**src/hw/rtl/heightfield_triangle_sampler_assert.svh**
```systemverilog
`ifndef HEIGHTFIELD_TRIANGLE_SAMPLER_ASSERT_SVH
`define HEIGHTFIELD_TRIANGLE_SAMPLER_ASSERT_SVH

// Same-cycle implication, sampled on i_clk and held off during reset.
`define HTS_ASSERT_NOW(lbl, ante, cons, msg) \
    lbl: assert property (@(posedge i_clk) disable iff (!i_rst_n) (ante) |-> (cons)) \
        else $error(msg);

// Next-cycle implication, sampled on i_clk and held off during reset.
`define HTS_ASSERT_NEXT(lbl, ante, cons, msg) \
    lbl: assert property (@(posedge i_clk) disable iff (!i_rst_n) (ante) |=> (cons)) \
        else $error(msg);

`endif

```
**src/hw/rtl/hts_pkg.sv**
```systemverilog
package hts_pkg;

    localparam int DEF_MAX_SIDE         = 256;
    localparam int DEF_HEIGHT_FRAC_BITS = 8;

    localparam int OP_W      = 3;
    localparam int CELL_W    = 16;
    localparam int H_W       = 24;
    localparam int SIZE_W    = 9;
    localparam int INV_W     = 24;
    localparam int CFG_IDX_W = 2;
    localparam int CFG_W     = 24;

    localparam logic [OP_W-1:0] OP_WR_FIN  = 3'd0;
    localparam logic [OP_W-1:0] OP_WR_BASE = 3'd1;
    localparam logic [OP_W-1:0] OP_RESTORE = 3'd2;
    localparam logic [OP_W-1:0] OP_RD_FIN  = 3'd3;
    localparam logic [OP_W-1:0] OP_RD_BASE = 3'd4;
    localparam logic [OP_W-1:0] OP_QUERY   = 3'd5;

    localparam logic [CFG_IDX_W-1:0] CFG_SIZE_X  = 2'd0;
    localparam logic [CFG_IDX_W-1:0] CFG_SIZE_Z  = 2'd1;
    localparam logic [CFG_IDX_W-1:0] CFG_INV     = 2'd2;
    localparam logic [CFG_IDX_W-1:0] CFG_OUTSIDE = 2'd3;

    localparam logic [SIZE_W-1:0] RST_SIZE    = 9'd2;
    localparam logic [INV_W-1:0]  RST_INV     = 24'd65536;
    localparam logic [H_W-1:0]    RST_OUTSIDE = 24'hFC1800;
    localparam logic [SIZE_W-1:0] MIN_SIZE    = 9'd2;

    localparam logic signed [H_W-1:0] H_MAX = 24'sh7FFFFF;
    localparam logic signed [H_W-1:0] H_MIN = 24'sh800000;

    typedef struct packed {
        logic [OP_W-1:0]          opcode;
        logic signed [CELL_W-1:0] cell_x;
        logic signed [CELL_W-1:0] cell_z;
        logic signed [H_W-1:0]    height_value;
        logic signed [H_W-1:0]    pos_x;
        logic signed [H_W-1:0]    pos_z;
    } t_in_item;

    typedef struct packed {
        logic signed [H_W-1:0] height_out;
        logic                  inside_res;
    } t_out_item;

    typedef enum logic [4:0] {
        S_IDLE,
        S_DECODE,
        S_RESTORE,
        S_MUL_Z,
        S_ADD_Z,
        S_CHECK,
        S_RD00,
        S_RD10,
        S_RD01,
        S_RD11,
        S_CAP11,
        S_DIFF,
        S_PROD_A,
        S_PROD_B,
        S_SUM,
        S_FINISH
    } t_state;

    typedef enum logic {
        ADDR_CELL,
        ADDR_NBR
    } t_addr_sel;

    typedef enum logic [1:0] {
        NBR_00,
        NBR_10,
        NBR_01,
        NBR_11
    } t_nbr;

    typedef enum logic [1:0] {
        MUL_PX,
        MUL_PZ,
        MUL_TA,
        MUL_TB
    } t_mul_sel;

    typedef struct packed {
        logic      load;
        t_addr_sel addr_sel;
        t_nbr      rd_nbr;
        logic      fin_re;
        logic      base_re;
        logic      fin_we;
        logic      base_we;
        logic      wr_restore;
        logic      cap_en;
        t_nbr      cap_nbr;
        logic      mul_en;
        t_mul_sel  mul_sel;
        logic      ux_en;
        logic      uz_en;
        logic      tri_en;
        logic      diff_en;
        logic      acc_en;
        logic      acc_add;
        logic      out_load;
    } t_dp_cmd;

    typedef struct packed {
        logic [OP_W-1:0] opcode;
        logic            cell_on;
        logic            off_grid;
    } t_dp_stat;

endpackage

```
**src/hw/rtl/hts_controller.sv**
```systemverilog
`include "heightfield_triangle_sampler_assert.svh"

module hts_controller
    import hts_pkg::*;
(
    input  logic     i_clk,
    input  logic     i_rst_n,
    input  logic     i_in_valid,
    output logic     o_in_ready,
    output logic     o_out_valid,
    input  logic     i_out_ready,
    input  t_dp_stat i_stat,
    output t_dp_cmd  o_cmd
);

    t_state r_state;
    t_state n_state;
    logic   r_out_valid;
    logic   n_out_valid;
    logic   slot_free;

    assign slot_free = !r_out_valid || i_out_ready;

    always_comb begin
        n_state = r_state;
        unique case (r_state)
            S_IDLE: begin
                if (i_in_valid) begin
                    n_state = S_DECODE;
                end
            end
            S_DECODE: begin
                unique case (i_stat.opcode) inside
                    OP_RESTORE: n_state = S_RESTORE;
                    OP_QUERY:   n_state = S_MUL_Z;
                    default:    n_state = S_FINISH;
                endcase
            end
            S_RESTORE: n_state = S_FINISH;
            S_MUL_Z:   n_state = S_ADD_Z;
            S_ADD_Z:   n_state = S_CHECK;
            S_CHECK:   n_state = i_stat.off_grid ? S_FINISH : S_RD00;
            S_RD00:    n_state = S_RD10;
            S_RD10:    n_state = S_RD01;
            S_RD01:    n_state = S_RD11;
            S_RD11:    n_state = S_CAP11;
            S_CAP11:   n_state = S_DIFF;
            S_DIFF:    n_state = S_PROD_A;
            S_PROD_A:  n_state = S_PROD_B;
            S_PROD_B:  n_state = S_SUM;
            S_SUM:     n_state = S_FINISH;
            S_FINISH: begin
                if (slot_free) begin
                    n_state = S_IDLE;
                end
            end
            default:   n_state = S_IDLE;
        endcase
    end

    always_comb begin
        o_cmd = '0;
        unique case (r_state)
            S_IDLE: begin
                o_cmd.load = i_in_valid;
            end
            S_DECODE: begin
                o_cmd.addr_sel = ADDR_CELL;
                unique case (i_stat.opcode) inside
                    OP_WR_FIN:  o_cmd.fin_we  = i_stat.cell_on;
                    OP_WR_BASE: o_cmd.base_we = i_stat.cell_on;
                    OP_RESTORE, OP_RD_BASE: o_cmd.base_re = 1'b1;
                    OP_RD_FIN:  o_cmd.fin_re  = 1'b1;
                    OP_QUERY: begin
                        o_cmd.mul_en  = 1'b1;
                        o_cmd.mul_sel = MUL_PX;
                    end
                    default: o_cmd.load = 1'b0;
                endcase
            end
            S_RESTORE: begin
                o_cmd.addr_sel   = ADDR_CELL;
                o_cmd.wr_restore = 1'b1;
                o_cmd.fin_we     = i_stat.cell_on;
            end
            S_MUL_Z: begin
                o_cmd.mul_en  = 1'b1;
                o_cmd.mul_sel = MUL_PZ;
                o_cmd.ux_en   = 1'b1;
            end
            S_ADD_Z: begin
                o_cmd.uz_en = 1'b1;
            end
            S_CHECK: begin
                o_cmd.tri_en = 1'b1;
            end
            S_RD00: begin
                o_cmd.addr_sel = ADDR_NBR;
                o_cmd.rd_nbr   = NBR_00;
                o_cmd.fin_re   = 1'b1;
            end
            S_RD10: begin
                o_cmd.addr_sel = ADDR_NBR;
                o_cmd.rd_nbr   = NBR_10;
                o_cmd.fin_re   = 1'b1;
                o_cmd.cap_en   = 1'b1;
                o_cmd.cap_nbr  = NBR_00;
            end
            S_RD01: begin
                o_cmd.addr_sel = ADDR_NBR;
                o_cmd.rd_nbr   = NBR_01;
                o_cmd.fin_re   = 1'b1;
                o_cmd.cap_en   = 1'b1;
                o_cmd.cap_nbr  = NBR_10;
            end
            S_RD11: begin
                o_cmd.addr_sel = ADDR_NBR;
                o_cmd.rd_nbr   = NBR_11;
                o_cmd.fin_re   = 1'b1;
                o_cmd.cap_en   = 1'b1;
                o_cmd.cap_nbr  = NBR_01;
            end
            S_CAP11: begin
                o_cmd.cap_en  = 1'b1;
                o_cmd.cap_nbr = NBR_11;
            end
            S_DIFF: begin
                o_cmd.diff_en = 1'b1;
            end
            S_PROD_A: begin
                o_cmd.mul_en  = 1'b1;
                o_cmd.mul_sel = MUL_TA;
            end
            S_PROD_B: begin
                o_cmd.mul_en  = 1'b1;
                o_cmd.mul_sel = MUL_TB;
                o_cmd.acc_en  = 1'b1;
                o_cmd.acc_add = 1'b0;
            end
            S_SUM: begin
                o_cmd.acc_en  = 1'b1;
                o_cmd.acc_add = 1'b1;
            end
            S_FINISH: begin
                o_cmd.out_load = slot_free;
            end
            default: o_cmd.load = 1'b0;
        endcase
    end

    always_comb begin
        n_out_valid = r_out_valid;
        if (o_cmd.out_load) begin
            n_out_valid = 1'b1;
        end else if (i_out_ready) begin
            n_out_valid = 1'b0;
        end
    end

    always_ff @(posedge i_clk) begin
        if (!i_rst_n) begin
            r_state     <= S_IDLE;
            r_out_valid <= 1'b0;
        end else begin
            r_state     <= n_state;
            r_out_valid <= n_out_valid;
        end
    end

    assign o_in_ready  = (r_state == S_IDLE);
    assign o_out_valid = r_out_valid;

    `HTS_ASSERT_NOW(a_out_no_overwrite, o_cmd.out_load, !r_out_valid || i_out_ready, "result register overwritten before transfer")
    `HTS_ASSERT_NOW(a_grid_write_on_grid, o_cmd.fin_we || o_cmd.base_we, i_stat.cell_on && !(o_cmd.fin_we && o_cmd.base_we), "grid write off the grid or to both grids")
    `HTS_ASSERT_NEXT(a_off_grid_skips_reads, r_state == S_CHECK && i_stat.off_grid, r_state == S_FINISH, "off-grid query did not go straight to the result")
    `HTS_ASSERT_NEXT(a_accept_closes_input, i_in_valid && o_in_ready, r_state == S_DECODE && !o_in_ready, "input still open after a transfer")

endmodule
```
**config.mk**
```make
export PLATFORM = sky130hd
export DESIGN_NAME = hts_controller
export DESIGN_NICKNAME = d
export VERILOG_FILES = /design/src/hw/rtl/hts_pkg.sv /design/src/hw/rtl/hts_controller.sv
export VERILOG_INCLUDE_DIRS = /design/src /design/src/hw/rtl
export SDC_FILE = /design/constraint.sdc
export NUM_CORES = 1
export LEC_CHECK = 0
export ABC_AREA = 1
export BUFFER_PORTS_ARGS = -buffer_cell sky130_fd_sc_hd__buf_4
export CAP_MARGIN = 25
export CORE_AREA = 2 2 39 41
export CTS_BUF_LIST = sky130_fd_sc_hd__clkbuf_8
export CTS_CLUSTER_DIAMETER = 60
export DETAILED_ROUTE_END_ITERATION = 6
export DIE_AREA = 0 0 41 43
export GPL_TIMING_DRIVEN = 0
export HOLD_SLACK_MARGIN = 0.08
export PLACE_DENSITY = 0.73
export SYNTH_ARGS = -nofsm -noshare
export SYNTH_HDL_FRONTEND = slang
export SYNTH_SLANG_ARGS = --single-unit
export TNS_END_PERCENT = 50
```
**constraint.sdc**
```tcl
create_clock -name i_clk -period 2.47 [get_ports i_clk]
set_input_delay 0.247 -clock i_clk [delete_from_list [all_inputs] [get_ports i_clk]]
set_output_delay 0.247 -clock i_clk [all_outputs]
set_load 0.1 [all_outputs]
```
* Word-level counts from Yosys, hierarchy flattened
Cells that the tools add are included.
** Cells by class
- Equal/unequal tests :: 22
- Muxes and demuxes :: 28
- Reductions and logical operators :: 9
** Operator list (number)
- $pmux 5 s15 :: 1
- $eq 5x4->1 const B :: 8
- $pmux 3 s4 :: 2
- $eq 5x3->1 const B :: 4
- $mux 1 :: 16
- $eq 5x2->1 const B :: 2
- $mux 5 :: 2
- $pmux 4 s2 :: 1
- $eq 3x2->1 const B :: 2
- $eq 3x3->1 const B :: 2
- $pmux 2 s3 :: 1
- $eq 5x1->1 const B :: 1
- $logic_not 5->1 :: 1
- $mux 4 :: 1
- $ne 2x2->1 const B :: 2
- $pmux 1 s2 :: 2
- $pmux 2 s2 :: 1
- $reduce_or 2->1 :: 2
- $reduce_or 4->1 :: 1
- $eq 3x1->1 const B :: 1
- $logic_not 3->1 :: 1
- $mux 3 :: 1
- $reduce_and 2->1 :: 1
- $reduce_bool 2->1 :: 1
- 2 further kinds :: 2
** Word-level totals
- Register bits :: 6
- Logic and storage cells :: 61

* Depth between registers and ports, before layout
- Word-level depth :: 4
- Gate-level depth with buffers :: 10

* Worst setup path before layout
No wires, ideal clock.
- Path kind :: register -> output
- Start :: register r_state[0]
- End :: output o_cmd[14] in the netlist's numbering
- Data arrival time :: 3.470 ns
- Setup slack :: -1.247 ns
- Stages on the path, launching flop included :: 5
- Buffers on the path :: 0
- Cells stage by stage :: dfxtp_1 inv_1 nor2_2 nand2_2 nor4_1
** RTL lines
- from (decl) :: line hts_controller.sv:16 : t_state r_state;
- from (signal assigned) :: line hts_controller.sv:165 : r_state <= n_state;
- to (decl) :: line hts_controller.sv:13 : output t_dp_cmd o_cmd

==> impl_metrics.env <==
export IMPL_fp_dieW_microns=41
export IMPL_track_usage_pct=17.3
export IMPL_slew_headroom_pct=80.6
export IMPL_crit_path_end_kind="primary output"
export IMPL_cts_resized=0
export IMPL_wirelength_microns=1410
export IMPL_synth_area_per_cell_sq_um=5.14
export IMPL_max_freq_ghz=0.559
export IMPL_hold_violations=0
export IMPL_start_util_pct=37.2
export IMPL_die_y_microns=43
export IMPL_synth_seq_cells=5
export IMPL_final_common_cell="buf_4"
export IMPL_synth_area_top_cells="nand2_1 20%, dfxtp_1 19%, inv_1 16%, nor2_1 12%, nand3_1 4.9%"
export IMPL_crit_arrival_ps=1540
export IMPL_grt_ovfl_total=0
export IMPL_cp_startpoint="r_state[3]"
export IMPL_synth_simple_gate_area_share_pct=51.8
export IMPL_r2r_end="r_state[3]"
export IMPL_drc_errors=0
export IMPL_num_vias=701
export IMPL_rows=14
export IMPL_synth_fa_ha_area_share_pct=0
export IMPL_drt_first_pass_iters=4
export IMPL_r2r_start="r_state[1]"
export IMPL_cts_root_buf="clkbuf_8"
export IMPL_rsz0062_at_grt="false"
export IMPL_status="finished clean"
export IMPL_syn_nets=109
export IMPL_antenna_left=0
export IMPL_slowest_stage="dfxtp_1"
export IMPL_h_tree_depth=1
export IMPL_slew_violations=0
export IMPL_cp_num_buf_inv=3
export IMPL_worstMarginPinSlew_ps=291
export IMPL_cp_common_cell="inv_1"
export IMPL_drive_above_1_share_pct=35.3
export IMPL_place_ws_ps=924
export IMPL_fin_nets=146
export IMPL_grt_max_degree=7
export IMPL_fin_crit_sh_pct=72.5
export IMPL_setup_viol=0
export IMPL_routedWlPerCell_microns=9.26
export IMPL_synth_area_sq_um=514
export IMPL_post_cts_buffers=0
export IMPL_cts_tree="yes"
export IMPL_cts_hold_buf=0
export IMPL_synth_area_leader_cell="nand2_1"
export IMPL_required_ps=2220
export IMPL_crit_path_end="o_cmd[17]"
export IMPL_io_pins=33
export IMPL_worstPathCellList="inv_1 > nor2_1 > inv_1 > o21ai_2 > a41o_1 > buf_4"
export IMPL_crit_fanout=4
export IMPL_synth_cell_type_count=17
export IMPL_ys_seq_area_share_pct=19.5
export IMPL_regArea_sq_um=100
export IMPL_clock_path_buffers=2
export IMPL_path_depth=6
export IMPL_cts_num_sinks=5
export IMPL_cts_buffers=3
export IMPL_reg2reg_depth=9
export IMPL_yosysWarnings=0
export IMPL_drtIter0Drc=4
export IMPL_synth_compound_area_share_pct=9.73
export IMPL_start_kind="flip-flop"
export IMPL_clk_pin_slew_worst_paths_ps=30
export IMPL_multiInputGateArea_sq_um=327
export IMPL_hpwl_microns=1200
export IMPL_muxShareOfSynthArea_pct=0
export IMPL_clk_latency_ps=220
export IMPL_hp_class="in2reg"
export IMPL_detailed_place_area_sq_um=785
export IMPL_viasPerCell=4.61
export IMPL_final_cell_area_sq_um=830
export IMPL_port_buffers=32
export IMPL_core_sq_mm=0.00138
export IMPL_grt_pass1_vias=557
export IMPL_slowest_delay_ps=350
export IMPL_period_needed_ps=1790
export IMPL_final_cell_mix="33 x buf_4, 27 x nand2_1, 23 x inv_1, 17 x nor2_1"
export IMPL_criticalPathCategory="reg2out"
export IMPL_syn2layout_area_growth_pct=61.3
export IMPL_die_area_sq_mm=0.00176
export IMPL_num_antenna_cells=0
export IMPL_max_cap_violations=0
export IMPL_antenna_found_initial=0
export IMPL_synth_top_family_by_area="simple AND/OR/NAND/NOR gates"
export IMPL_place_congestion=0.810
export IMPL_setup_slack_ps=680
export IMPL_synth_xor_area_share_pct=0
export IMPL_synth_top_area_share_pct=19.7
export IMPL_fin_skew_ps=2.53
export IMPL_rrSetupSlack_ps=1260
export IMPL_grt_pass1_wl_microns=2140
export IMPL_nFillCells=158
export IMPL_synth_cells=100
export IMPL_crit_family="buffers and inverters"
## cell type report
cell class | count | area share, %
buffer | 1 | 0.905
clock buffer | 3 | 4.98
clock inverter | 1 | 0.452
inverter | 24 | 10.9
multi-input combinational | 70 | 39.4
sequential | 5 | 12.1
tap | 16 | 2.41
timing repair buffer | 32 | 29.0
## worst min-delay path, delay by kind of cell
family | cells | cell delay [ps]
buf+inv | 2 | 120
simple gates | 1 | 40
## how the worst min path moves through the flow
stage          slack, ps  cells after the start     from         end
5_1_grt              240                      3  i_rst_n  r_state[3]
3_3_place_gp         440                      3  i_rst_n  r_state[3]
2_1_floorplan        340                      2  i_rst_n  r_state[3]
6_report             220                      3  i_rst_n  r_state[3]
4_1_cts              220                      3  i_rst_n  r_state[3]
3_5_place_dp         440                      3  i_rst_n  r_state[3]
## sequential cells by signal, indices dropped and copies added (netlist names)
| name | cells |
|---|---|
| o_out_valid | 1 |
| r_state | 4 |
## Yosys cell counts
library cell / number
nand2_1: 27
o21ai_0: 3
nor4_1: 1
a41o_1: 1
nand4_1: 1
dfxtp_1: 5
buf_4: 1
o21ai_1: 1
nor2_2: 4
nor2_1: 17
inv_2: 2
nor3_1: 2
a21oi_1: 4
nand3_1: 5
nand2_2: 3
nand3_2: 1
inv_1: 22
## through the flow
stage | util, % | hold slack (ps) | setup TNS [ps] | instances
6_report | 59.9 | 219 | 0 | 152
5_1_grt | 59.9 | 242 | 0 | 152
4_1_cts | 59.9 | 218 | 0 | 152
3_5_place_dp | 56.7 | 443 | 0 | 148
3_3_place_gp | 56.7 | 441 | 0 | 148
2_1_floorplan | - | 345 | -542 | 100
## layer usage
layer | GRT usage, % | vias to the layer above | wire length (microns)
met5 | 0 | - | 0
met4 | 8.00 | 0 | 14
met3 | 3.14 | 2 | 106
met2 | 29.4 | 24 | 695
met1 | 19.4 | 300 | 589
li1 | - | 375 | -
## logic make-up (layout without fill, tap and decap cells)
logic type / count (synthesis) / after routing
simple gates: 61 / 61
buf+inv: 25 / 61
compound gates: 9 / 9
flops: 5 / 5
Power is left out: the tool's default activity adds up to more than one toggle a clock period on the data nets, which glitch-free logic cannot reach.
